[src/design/vslpf_pkg.sv]
// Shared constants, types and command/status structs for the variable-step low-pass filter.
package vslpf_pkg;

   // Fraction bits of the smoothing factor alpha
   localparam int ALPHA_FRAC_BITS = 16;

   // Field and register widths
   localparam int SAMPLE_W   = 16;
   localparam int TIME_W     = 32;
   localparam int TAU_W      = 32;
   localparam int CSR_DATA_W = 32;
   localparam int CSR_IDX_W  = 1;

   // Q16.16 filter state
   localparam int STATE_W = 32;
   localparam int FRAC_W  = 16;

   // Divider: quotient covers 0 .. 1.0 inclusive
   localparam int ALPHA_W   = ALPHA_FRAC_BITS + 1;
   localparam int DEN_W     = TAU_W + 1;
   localparam int DIV_STEPS = ALPHA_W;
   localparam int CNT_W     = $clog2(DIV_STEPS);

   // Update arithmetic
   localparam int DIFF_W = STATE_W + 1;
   localparam int PROD_W = DIFF_W + ALPHA_W + 1;
   localparam int STEP_W = PROD_W - ALPHA_FRAC_BITS;
   localparam int Y_W    = STEP_W + 1;

   localparam logic [ALPHA_W-1:0] ALPHA_ONE = {1'b1, {ALPHA_FRAC_BITS{1'b0}}};
   localparam logic [TAU_W-1:0]   TAU_RESET = TAU_W'(1000);
   localparam logic [STATE_W-1:0] STATE_MAX = 32'h7FFF_0000;
   localparam logic [STATE_W-1:0] STATE_MIN = 32'h8000_0000;

   // Configuration register indexes
   typedef enum logic [CSR_IDX_W-1:0] {
      CSR_TAU           = 1'b0,
      CSR_INITIAL_LEVEL = 1'b1
   } csr_index_type;

   // Controller states
   typedef enum logic [2:0] {
      ST_IDLE,
      ST_SETUP,
      ST_DIVIDE,
      ST_MULTIPLY,
      ST_UPDATE,
      ST_FINISH
   } state_type;

   // Controller to datapath
   typedef struct packed {
      logic load;
      logic setup;
      logic div_step;
      logic multiply;
      logic update;
      logic emit;
   } cmd_type;

   // Datapath to controller
   typedef struct packed {
      logic restart;
      logic div_done;
   } status_type;

endpackage

[src/design/variable_step_lowpass_filter.sv]
// Top level of the variable-step first-order low-pass filter.
//
//   Channel   Direction  Handshake                 Payload
//   req_      in         req_valid / req_ready     req_sample, req_timestamp, req_restart
//   rsp_      out        rsp_valid / rsp_ready     rsp_filtered
//   csr_      in         csr_write_enable          csr_index, csr_write_data
//
// A filtering item passes from accept to result valid through setup, the restoring divider
// that forms alpha (one quotient bit a cycle), a multiply, an update and the load of the
// output register. A restart item goes from setup straight to the output load. Items are
// accepted in the idle state; one item is processed at a time.
// Reset is synchronous and restores tau to 1000, the initial level, time and state to zero.
// A stalled result is held in the output register while the next item is accepted and
// processed; that item waits in its final step, with the input closed, until the register
// is free.
module variable_step_lowpass_filter (
   input  logic                                  clock,
   input  logic                                  reset,
   input  logic                                  req_valid,
   output logic                                  req_ready,
   input  logic signed [vslpf_pkg::SAMPLE_W-1:0] req_sample,
   input  logic [vslpf_pkg::TIME_W-1:0]          req_timestamp,
   input  logic                                  req_restart,
   output logic                                  rsp_valid,
   input  logic                                  rsp_ready,
   output logic signed [vslpf_pkg::SAMPLE_W-1:0] rsp_filtered,
   input  logic                                  csr_write_enable,
   input  logic [vslpf_pkg::CSR_IDX_W-1:0]       csr_index,
   input  logic [vslpf_pkg::CSR_DATA_W-1:0]      csr_write_data
);

   vslpf_pkg::cmd_type    cmd;
   vslpf_pkg::status_type status;

   vslpf_ctrl u_ctrl (
      .clock     (clock),
      .reset     (reset),
      .req_valid (req_valid),
      .req_ready (req_ready),
      .rsp_valid (rsp_valid),
      .rsp_ready (rsp_ready),
      .cmd       (cmd),
      .status    (status)
   );

   vslpf_datapath u_datapath (
      .clock            (clock),
      .reset            (reset),
      .csr_write_enable (csr_write_enable),
      .csr_index        (csr_index),
      .csr_write_data   (csr_write_data),
      .req_sample       (req_sample),
      .req_timestamp    (req_timestamp),
      .req_restart      (req_restart),
      .rsp_filtered     (rsp_filtered),
      .cmd              (cmd),
      .status           (status)
   );

endmodule

[src/design/vslpf_ctrl.sv]
// Controller state machine: sequences load, divide, multiply, update and result hand-off.
module vslpf_ctrl (
   input  logic                   clock,
   input  logic                   reset,
   input  logic                   req_valid,
   output logic                   req_ready,
   output logic                   rsp_valid,
   input  logic                   rsp_ready,
   output vslpf_pkg::cmd_type     cmd,
   input  vslpf_pkg::status_type  status
);

   vslpf_pkg::state_type state_ff, state_in;
   logic                 rsp_valid_ff, rsp_valid_in;

   // State and output-valid registers
   always_ff @(posedge clock) begin
      if (reset) begin
         state_ff     <= vslpf_pkg::ST_IDLE;
         rsp_valid_ff <= 1'b0;
      end else begin
         state_ff     <= state_in;
         rsp_valid_ff <= rsp_valid_in;
      end
   end

   // Next state and commands
   always_comb begin
      state_in     = state_ff;
      rsp_valid_in = rsp_valid_ff;
      cmd          = '0;
      req_ready    = 1'b0;

      // Drop the held item once taken
      if (rsp_valid_ff && rsp_ready) begin
         rsp_valid_in = 1'b0;
      end

      case (state_ff)
         vslpf_pkg::ST_IDLE: begin
            req_ready = 1'b1;
            if (req_valid) begin
               cmd.load = 1'b1;
               state_in = vslpf_pkg::ST_SETUP;
            end
         end
         vslpf_pkg::ST_SETUP: begin
            if (status.restart) begin
               state_in = vslpf_pkg::ST_FINISH;
            end else begin
               cmd.setup = 1'b1;
               state_in  = vslpf_pkg::ST_DIVIDE;
            end
         end
         vslpf_pkg::ST_DIVIDE: begin
            cmd.div_step = 1'b1;
            if (status.div_done) begin
               state_in = vslpf_pkg::ST_MULTIPLY;
            end
         end
         vslpf_pkg::ST_MULTIPLY: begin
            cmd.multiply = 1'b1;
            state_in     = vslpf_pkg::ST_UPDATE;
         end
         vslpf_pkg::ST_UPDATE: begin
            cmd.update = 1'b1;
            state_in   = vslpf_pkg::ST_FINISH;
         end
         vslpf_pkg::ST_FINISH: begin
            // Hold until the output register is free
            if (!rsp_valid_ff || rsp_ready) begin
               cmd.emit     = 1'b1;
               rsp_valid_in = 1'b1;
               state_in     = vslpf_pkg::ST_IDLE;
            end
         end
         default: begin
            state_in = vslpf_pkg::ST_IDLE;
         end
      endcase
   end

   assign rsp_valid = rsp_valid_ff;

   // One item in flight: an accept closes the input until the result is loaded into the output register
   assert property (@(posedge clock) disable iff (reset)
      (req_valid && req_ready) |=> !req_ready)
      else $error("input accepted while an item is in flight");

   // A new result never overwrites one that has not been taken
   assert property (@(posedge clock) disable iff (reset)
      cmd.emit |-> (!rsp_valid_ff || rsp_ready))
      else $error("result register overwritten");

   // The divider always runs after setup
   assert property (@(posedge clock) disable iff (reset)
      cmd.setup |=> (state_ff == vslpf_pkg::ST_DIVIDE))
      else $error("setup not followed by divide");

endmodule

[src/design/vslpf_datapath.sv]
// Datapath: configuration registers, serial divider for alpha, multiply and state update.
module vslpf_datapath (
   input  logic                                     clock,
   input  logic                                     reset,
   input  logic                                     csr_write_enable,
   input  logic [vslpf_pkg::CSR_IDX_W-1:0]          csr_index,
   input  logic [vslpf_pkg::CSR_DATA_W-1:0]         csr_write_data,
   input  logic signed [vslpf_pkg::SAMPLE_W-1:0]    req_sample,
   input  logic [vslpf_pkg::TIME_W-1:0]             req_timestamp,
   input  logic                                     req_restart,
   output logic signed [vslpf_pkg::SAMPLE_W-1:0]    rsp_filtered,
   input  vslpf_pkg::cmd_type                       cmd,
   output vslpf_pkg::status_type                    status
);

   // Configuration
   logic [vslpf_pkg::TAU_W-1:0]    tau_ff, tau_in;
   logic [vslpf_pkg::SAMPLE_W-1:0] init_level_ff, init_level_in;

   // Filter state
   logic [vslpf_pkg::TIME_W-1:0]  last_time_ff, last_time_in;
   logic [vslpf_pkg::STATE_W-1:0] smoothed_ff, smoothed_in;

   // Per-item working registers
   logic [vslpf_pkg::SAMPLE_W-1:0] x_ff, x_in;
   logic                           restart_ff, restart_in;
   logic [vslpf_pkg::TIME_W-1:0]   dt_ff, dt_in;
   logic [vslpf_pkg::DEN_W-1:0]    den_ff, den_in;
   logic                           den_zero_ff, den_zero_in;
   logic [vslpf_pkg::DEN_W-1:0]    rem_ff, rem_in;
   logic                           num_bit_ff, num_bit_in;
   logic [vslpf_pkg::ALPHA_W-1:0]  q_ff, q_in;
   logic [vslpf_pkg::CNT_W-1:0]    cnt_ff, cnt_in;
   logic signed [vslpf_pkg::DIFF_W-1:0] diff_ff, diff_in;
   logic signed [vslpf_pkg::PROD_W-1:0] prod_ff, prod_in;
   logic [vslpf_pkg::SAMPLE_W-1:0] out_ff, out_in;

   // Combinational helpers
   logic [vslpf_pkg::DEN_W-1:0]         den_sum;
   logic [vslpf_pkg::DEN_W:0]           rem_shift;
   logic [vslpf_pkg::DEN_W:0]           rem_sub;
   logic [vslpf_pkg::ALPHA_W-1:0]       alpha_sel;
   logic signed [vslpf_pkg::PROD_W-1:0] prod_rnd;
   logic signed [vslpf_pkg::STEP_W-1:0] step;
   logic signed [vslpf_pkg::Y_W-1:0]    y_sum;
   logic signed [vslpf_pkg::Y_W-1:0]    y_max;
   logic signed [vslpf_pkg::Y_W-1:0]    y_min;
   logic [vslpf_pkg::STATE_W-1:0]       y_clamped;
   logic [vslpf_pkg::STATE_W:0]         r_sum;
   logic [vslpf_pkg::SAMPLE_W:0]        r_int;

   // Configuration writes
   always_comb begin
      tau_in        = tau_ff;
      init_level_in = init_level_ff;
      if (csr_write_enable) begin
         case (vslpf_pkg::csr_index_type'(csr_index))
            vslpf_pkg::CSR_TAU:           tau_in = csr_write_data[vslpf_pkg::TAU_W-1:0];
            vslpf_pkg::CSR_INITIAL_LEVEL: init_level_in =
                                             csr_write_data[vslpf_pkg::SAMPLE_W-1:0];
            default: ;
         endcase
      end
   end

   // Divider: restoring, one quotient bit a cycle
   assign den_sum   = {1'b0, tau_ff} + {1'b0, dt_ff};
   assign rem_shift = {rem_ff, num_bit_ff};
   assign rem_sub   = rem_shift - {1'b0, den_ff};

   // Alpha is exactly one when the denominator vanishes
   assign alpha_sel = den_zero_ff ? vslpf_pkg::ALPHA_ONE : q_ff;

   // Round the step to nearest, ties up, then floor-shift
   assign prod_rnd = prod_ff + $signed({{(vslpf_pkg::PROD_W - vslpf_pkg::ALPHA_FRAC_BITS){1'b0}},
                                        1'b1, {(vslpf_pkg::ALPHA_FRAC_BITS-1){1'b0}}});
   assign step     = prod_rnd[vslpf_pkg::PROD_W-1:vslpf_pkg::ALPHA_FRAC_BITS];
   assign y_sum    = $signed({{(vslpf_pkg::Y_W - vslpf_pkg::STATE_W){smoothed_ff[vslpf_pkg::STATE_W-1]}},
                               smoothed_ff})
                   + $signed({step[vslpf_pkg::STEP_W-1], step});
   assign y_max    = $signed({{(vslpf_pkg::Y_W - vslpf_pkg::STATE_W){1'b0}}, vslpf_pkg::STATE_MAX});
   assign y_min    = $signed({{(vslpf_pkg::Y_W - vslpf_pkg::STATE_W){1'b1}}, vslpf_pkg::STATE_MIN});

   always_comb begin
      if (y_sum > y_max) begin
         y_clamped = vslpf_pkg::STATE_MAX;
      end else if (y_sum < y_min) begin
         y_clamped = vslpf_pkg::STATE_MIN;
      end else begin
         y_clamped = y_sum[vslpf_pkg::STATE_W-1:0];
      end
   end

   // Round the state to an integer sample, ties up, and clamp
   assign r_sum = {smoothed_ff[vslpf_pkg::STATE_W-1], smoothed_ff}
                + {{(vslpf_pkg::STATE_W + 1 - vslpf_pkg::FRAC_W){1'b0}},
                   1'b1, {(vslpf_pkg::FRAC_W-1){1'b0}}};
   assign r_int = r_sum[vslpf_pkg::STATE_W:vslpf_pkg::FRAC_W];

   // Next values of the working registers
   always_comb begin
      last_time_in = last_time_ff;
      smoothed_in  = smoothed_ff;
      x_in         = x_ff;
      restart_in   = restart_ff;
      dt_in        = dt_ff;
      den_in       = den_ff;
      den_zero_in  = den_zero_ff;
      rem_in       = rem_ff;
      num_bit_in   = num_bit_ff;
      q_in         = q_ff;
      cnt_in       = cnt_ff;
      diff_in      = diff_ff;
      prod_in      = prod_ff;
      out_in       = out_ff;

      // Capture the item and the elapsed time
      if (cmd.load) begin
         x_in         = req_sample;
         restart_in   = req_restart;
         dt_in        = req_timestamp - last_time_ff;
         last_time_in = req_timestamp;
         if (req_restart) begin
            smoothed_in = {init_level_ff, {vslpf_pkg::FRAC_W{1'b0}}};
         end
      end

      // Prime the divider and form x - y
      if (cmd.setup) begin
         den_in      = den_sum;
         den_zero_in = (den_sum == '0);
         rem_in      = {2'b00, dt_ff[vslpf_pkg::TIME_W-1:1]};
         num_bit_in  = dt_ff[0];
         q_in        = '0;
         cnt_in      = vslpf_pkg::CNT_W'(vslpf_pkg::DIV_STEPS - 1);
         diff_in     = $signed({x_ff[vslpf_pkg::SAMPLE_W-1], x_ff, {vslpf_pkg::FRAC_W{1'b0}}})
                     - $signed({smoothed_ff[vslpf_pkg::STATE_W-1], smoothed_ff});
      end

      // Advance one quotient bit
      if (cmd.div_step) begin
         num_bit_in = 1'b0;
         cnt_in     = cnt_ff - 1'b1;
         if (!rem_sub[vslpf_pkg::DEN_W]) begin
            rem_in = rem_sub[vslpf_pkg::DEN_W-1:0];
            q_in   = {q_ff[vslpf_pkg::ALPHA_W-2:0], 1'b1};
         end else begin
            rem_in = rem_shift[vslpf_pkg::DEN_W-1:0];
            q_in   = {q_ff[vslpf_pkg::ALPHA_W-2:0], 1'b0};
         end
      end

      if (cmd.multiply) begin
         prod_in = diff_ff * $signed({1'b0, alpha_sel});
      end

      if (cmd.update) begin
         smoothed_in = y_clamped;
      end

      // Load the output register
      if (cmd.emit) begin
         if (!r_int[vslpf_pkg::SAMPLE_W] && r_int[vslpf_pkg::SAMPLE_W-1]) begin
            out_in = {1'b0, {(vslpf_pkg::SAMPLE_W-1){1'b1}}};
         end else if (r_int[vslpf_pkg::SAMPLE_W] && !r_int[vslpf_pkg::SAMPLE_W-1]) begin
            out_in = {1'b1, {(vslpf_pkg::SAMPLE_W-1){1'b0}}};
         end else begin
            out_in = r_int[vslpf_pkg::SAMPLE_W-1:0];
         end
      end
   end

   // Architectural state with reset values
   always_ff @(posedge clock) begin
      if (reset) begin
         tau_ff        <= vslpf_pkg::TAU_RESET;
         init_level_ff <= '0;
         last_time_ff  <= '0;
         smoothed_ff   <= '0;
      end else begin
         tau_ff        <= tau_in;
         init_level_ff <= init_level_in;
         last_time_ff  <= last_time_in;
         smoothed_ff   <= smoothed_in;
      end
   end

   // Working registers, no reset
   always_ff @(posedge clock) begin
      x_ff        <= x_in;
      restart_ff  <= restart_in;
      dt_ff       <= dt_in;
      den_ff      <= den_in;
      den_zero_ff <= den_zero_in;
      rem_ff      <= rem_in;
      num_bit_ff  <= num_bit_in;
      q_ff        <= q_in;
      cnt_ff      <= cnt_in;
      diff_ff     <= diff_in;
      prod_ff     <= prod_in;
      out_ff      <= out_in;
   end

   assign status.restart  = restart_ff;
   assign status.div_done = (cnt_ff == '0);
   assign rsp_filtered    = out_ff;

   // Quotient never exceeds one when the denominator is nonzero
   assert property (@(posedge clock) disable iff (reset)
      (cmd.multiply && !den_zero_ff) |-> (q_ff <= vslpf_pkg::ALPHA_ONE))
      else $error("divider quotient above one");

   // Partial remainder stays below the divisor while dividing
   assert property (@(posedge clock) disable iff (reset)
      (cmd.div_step && !den_zero_ff) |-> (rem_ff < den_ff))
      else $error("divider remainder out of range");

endmodule
[config.mk]
export PLATFORM = sky130hd
export DESIGN_NAME = variable_step_lowpass_filter
export DESIGN_NICKNAME = d
export VERILOG_FILES = /design/src/design/vslpf_pkg.sv /design/src/design/variable_step_lowpass_filter.sv /design/src/design/vslpf_ctrl.sv /design/src/design/vslpf_datapath.sv
export SDC_FILE = /design/constraint.sdc
export NUM_CORES = 2
export LEC_CHECK = 0
export ABC_AREA = 1
export BUFFER_PORTS_ARGS = -buffer_cell sky130_fd_sc_hd__buf_4
export CAP_MARGIN = 20
export CORE_UTILIZATION = 55
export CTS_CLUSTER_SIZE = 40
export DETAILED_ROUTE_END_ITERATION = 10
export MAX_ROUTING_LAYER = met4
export PLACE_DENSITY = 0.71
export SETUP_SLACK_MARGIN = 0.15
export SYNTH_ARGS = -nofsm -noshare
export SYNTH_HDL_FRONTEND = slang
export SYNTH_SLANG_ARGS = --single-unit
[constraint.sdc]
create_clock -name clock -period 8.5 [get_ports clock]
set_input_delay 1.7 -clock clock [delete_from_list [all_inputs] [get_ports clock]]
set_output_delay 1.7 -clock clock [all_outputs]
set_load 0.03 [all_outputs]
* Yosys cells after proc, flatten, opt, wreduce, memory -nomap -nowiden
Index checks and enable logic that the tools add are counted.
** Operators by class
- Bitwise gates (word level) :: 1
- Multiplexer cells :: 33
- Add/sub/neg operators :: 8
- Magnitude comparators :: 2
- $mul :: 1
- Reductions and logical operators :: 17
- Equal/unequal tests :: 8
** Operators by type and width (count)
- two-way mux 32 bit :: 5
- two-way mux 33 bit :: 3
- adder 51 x 17 -> 51 bit (second input constant) :: 1
- multiplier 33 x 18 -> 51 bit :: 1
- two-way mux 17 bit :: 3
- adder 32 x 35 -> 36 bit :: 1
- > comparator 36 x 32 -> 1 bit (second input constant) :: 1
- < comparator 36 x 32 -> 1 bit (second input constant) :: 1
- subtractor 34 x 33 -> 34 bit :: 1
- adder 32 x 17 -> 33 bit (second input constant) :: 1
- adder 32 x 32 -> 33 bit :: 1
- logical NOT 33 bit :: 1
- subtractor 32 x 32 -> 33 bit :: 1
- subtractor 32 bit :: 1
- case mux 3 bit (6 select lines) :: 1
- two-way mux 16 bit :: 1
- two-way mux 1 bit :: 14
- two-way mux 3 bit :: 4
- two-way mux 5 bit :: 2
- equality test 3 x 2 -> 1 bit (second input constant) :: 2
- equality test 3 bit (second input constant) :: 2
- AND reduction 2 bit :: 3
- nonzero test 2 bit :: 3
- logical NOT 5 bit :: 1
- 10 further kinds :: 15
** Word-level totals
- Logic and storage cells :: 88
- Bits in registers :: 355

* Longest topological paths before layout
- Depth after elaboration :: 6
- Gate-level depth with buffers :: 37
- Mapped depth without buffers :: 36

* Hierarchy
Synthesis repeated with hierarchy kept, for this count alone.
** Second synthesis, totals
- Cells, all modules :: 5408
- Area, all modules :: 42011.5 um^2
** By module, submodules not included
- vslpf_datapath :: sequential area each 8958.6 um^2, area an instance 41768.8 um^2, cells each 5368, instances 1
- vslpf_ctrl :: sequential area each 80.1 um^2, area an instance 242.7 um^2, cells each 40, instances 1

* Worst setup path before layout
No wires, ideal clock.
- Kind :: reg-to-reg
- Start :: register u_datapath.den_zero_ff
- End :: register u_datapath.prod_ff[48] in the netlist's numbering (data pin)
- Clock period less this slack :: 6324 ps
- Stages on the path, launching flop included :: 28
- Arrival time :: 6059 ps
- Path slack :: 2176 ps
- Cell sequence :: edfxtp_1 -> clkbuf_1 -> clkbuf_1 -> nor2_1 -> clkbuf_1 -> clkbuf_1 -> nand2_1 -> fa_1 -> fa_1 -> fa_1 -> inv_1 -> fa_1 -> fa_1 -> inv_1 -> fa_1 -> inv_1 -> ha_1 -> nand2_1 -> nor2_1 -> nand2_1 -> inv_1 -> nand2_1 -> o21ai_0 -> nand2_1 -> nand2_1 -> nand3_1 -> o21ai_0 -> xor2_1
** Between the ends
- Word-level cells in the longest chain between the ends :: 2
** Ends and longest elaborated chain
- from (decl) :: RTL line vslpf_datapath.sv:29 : logic den_zero_ff, den_zero_in;
- from (signal assigned) :: RTL line vslpf_datapath.sv:194 : den_zero_ff <= den_zero_in;
- two-way mux 17 bit :: RTL line vslpf_datapath.sv:72 : assign alpha_sel = den_zero_ff ? vslpf_pkg::ALPHA_ONE : q_ff;
- multiplier 33 x 18 -> 51 bit :: RTL line vslpf_datapath.sv:154 : prod_in = diff_ff * $signed({1'b0, alpha_sel});
- to (signal assigned) :: RTL line vslpf_datapath.sv:200 : prod_ff <= prod_in;
- to (decl) :: RTL line vslpf_datapath.sv:35 : logic signed [vslpf_pkg::PROD_W-1:0] prod_ff, prod_in;
Every way passes these cells.
A chain may end at the register's enable or synchronous reset.

* Final worst setup path
- Start :: register u_datapath.den_zero_ff
- End :: register u_datapath.prod_ff[46] in the netlist's numbering (data pin)
The elaborated chain is that of the path after synthesis.

==> flow_metrics.py <==
metrics = {
    "placement": {
        "gp_congestion": 1.03,
        "hpwl_mm": 96.0,
        "portBuffers": 104,
    },
    "clock_network": {
        "cts_hold_buffers": 0,
        "clk_latency_ps": 570,
        "cts-resized-gates": 0,
        "cts_root_buf": "clkbuf_16",
        "path_clk_slew_ps": 60,
        "cts_buffers": 35,
        "clock-sinks": 340,
        "htree_levels": 2,
        "post_cts_buffers": 0,
        "clock_path_buffers": 3,
        "cts_tree": "built",
    },
    "job": {
        "drv_cap": 0,
    },
    "sta": {
        "setup_viol_count_final": 0,
        "clock_skew_ps": 28.0,
        "slew_violations": 0,
        "relSlewSlack_pct": 25.4,
        "rsz0062_at_grt": "false",
        "tightestPinTransition_ps": 1120,
        "post-route-min-period_ps": 8110,
        "clock.fmax_mhz": 123,
        "period_share_pct": 95.4,
        "hold_violations": 0,
        "fin_tns_setup_ps": 0,
    },
    "detailed_routing": {
        "drc": 0,
        "wl_per_cell_um": 18.4,
        "drt_iter0_drc": 2702,
        "final_antenna_net_count": 0,
        "vias_per_cell": 5.42,
        "wirelength_mm": 118,
        "dr.pass1.iters": 6,
        "via_count": 34600,
    },
    "synthesis": {
        "syn_nets": 6240,
        "syn_area_mm2": 0.0418,
        "syn_inst": 5347,
        "synthTopCellsByArea": "fa_1 (26%), edfxtp_1 (16%), inv_1 (10%), nand2_1 (10%), ha_1 (8.0%)",
        "synth_common_cells": "inv_1 (1162), nand2_1 (1141), nor2_1 (601), fa_1 (538), a21oi_1 (308)",
        "avgSynthCellArea_um2": 7.83,
        "yosysMostFrequentCell": "inv_1",
        "ys_async_sr_fraction_pct": 0,
        "synth_cell_types": 64,
        "ys_warn_count": 0,
        "synth-edff-count": 223,
        "ys_ff_latch": 340,
        "synth_top_cell_by_area": "fa_1",
        "dominantRegCellSynth": "edfxtp_1",
        "synth_top_area_share_pct": 25.7,
        "synth-seq-area-share_pct": 21.6,
    },
    "outcome": {
        "status": "completed",
    },
    "setup_path": {
        "crit_type": "flip-flop to flip-flop",
        "arrival_ps": 8400,
        "required_ps": 8800,
        "critPathLaunchType": "flip-flop",
        "crit_path_end_kind": "flip-flop",
        "cp_max_fo": 21,
    },
    "die": {
        "die_h_um": 278,
        "initial_core_util_pct": 55.9,
        "ioPinCount": 105,
        "die-area_mm2": 0.0772,
        "rows": 100,
        "core_area_mm2": 0.0748,
        "die_w_um": 278,
    },
    "cells_and_area": {
        "syn2layout_area_growth_pct": 7.12,
        "finalNetCount": 6286,
        "drive_gt1_share_pct": 5.00,
    },
    "grt": {
        "grt_max_degree": 95,
        "grt-ovfl-total": 0,
        "grt_pass1_wl_mm": 189,
        "grt_usage_pct": 32.2,
        "antenna_found_initial": 1,
        "first_global_vias": 35000,
    },
    "min_path": {
        "hold_path.class": "flip-flop to flip-flop",
    },
}
-- per-stage QoR --
step | hold slack (ps) | utilization, % | setup slack, ps | std cells | area, µm²
2_1_floorplan | 430 | - | 2180 | 5347 | 41800
3_3_place_gp | 443 | 58.3 | 677 | 6325 | 43600
3_5_place_dp | 451 | 58.3 | 646 | 6325 | 43600
4_1_cts | 461 | 59.9 | 567 | 6389 | 44800
5_1_grt | 469 | 59.9 | 227 | 6390 | 44800
6_report | 458 | 59.9 | 395 | 6390 | 44800
-- registers in the layout, summed over array words and instances, names as in the netlist, 17 cells and up --
register / count
u_datapath.q_ff: 17
u_datapath.last_time_ff: 32
u_datapath.tau_ff: 32
u_datapath.diff_ff: 33
u_datapath.den_ff: 33
u_datapath.rem_ff: 33
u_datapath.prod_ff: 36
u_datapath.dt_ff: 32
u_datapath.smoothed_ff: 32
-- cell usage in the layout (no fill, tap or decap), drive strengths merged, types with 2 or more instances in the layout --
master | synthesis | layout
ha | 268 | 268
o211ai | 37 | 37
nor3 | 44 | 44
o21bai | 11 | 11
o31ai | 6 | 6
nand4 | 43 | 43
nand3b | 16 | 16
a211oi | 4 | 4
a31oi | 21 | 21
inv | 1164 | 1168
bufinv | 0 | 5
clkbuf | 109 | 46
a221oi | 5 | 5
clkinv | 4 | 12
o21ai | 214 | 214
o21a | 18 | 18
nor4 | 9 | 9
a21oi | 312 | 312
o221ai | 3 | 3
xnor2 | 78 | 78
or2 | 4 | 4
dfxtp | 117 | 117
nor3b | 2 | 2
fa | 538 | 538
a21o | 14 | 14
and2 | 3 | 3
and3 | 2 | 2
buf | 26 | 148
xor2 | 118 | 118
nor2 | 610 | 610
edfxtp | 223 | 223
nand2 | 1154 | 1154
a21boi | 9 | 9
nand3 | 149 | 149
-- layer usage --
layer / GRT usage, % / share of wire [%]
met3: 5.13 / 8.1
met2: 50.2 / 45
met1: 43.9 / 44
met4: 8.29 / 2.9
met5: - / 0
-- final cells by class --
type,count,area [µm²]
diodes,1,2.50
inverters,1168,4380
fillers,6761,30000
repair buffers,148,1120
multi-input cells,3700,27900
clock buffers,46,937
flip-flops and latches,340,9040
well taps,969,1210
clock inverters,18,256
-- path summary, 6_finish.rpt --
| check | startpoint | cells after the start | slack (ps) | endpoint |
|---|---|---|---|---|
| worst min register to register | u_datapath.last_time_ff[9] | 2 | 460 | u_datapath.last_time_ff[9] |
| worst min-delay path | u_datapath.last_time_ff[9] | 2 | 460 | u_datapath.last_time_ff[9] |
| worst max-delay path | u_datapath.den_zero_ff | 23 | 390 | u_datapath.prod_ff[46] |
| worst max register to register | u_datapath.den_zero_ff | 23 | 390 | u_datapath.prod_ff[46] |
-- worst max-delay path: stages (launching register included) --
cell and delay, ps:
edfxtp_1 470, nor2_1 690, inv_1 700, buf_4 390
nor2_1 140, fa_1 480, fa_1 580, fa_1 460
fa_1 520, fa_1 560, inv_1 60, fa_1 540
inv_1 40, ha_1 360, nand2_1 110, nor2_1 400
inv_1 220, nor2_1 200, and3_1 220, nand3_1 100
nand3_1 290, nand3_1 120, nand2_1 100, xor2_1 70
-- logic make-up after synthesis --
kind of cell | after synthesis | synth area share (%)
flip-flops | 340 | 21.6
XOR/XNOR | 196 | 4.17
buffers and inverters | 1307 | 11.9
AND/OR/NAND/NOR | 2036 | 19.8
AO/OA/AOI/OAI | 662 | 8.81
adder cells (fa/ha/maj) | 806 | 33.8
Power is left out: the tool's default activity adds up to more than one toggle a clock period on the data nets, which glitch-free logic cannot reach.
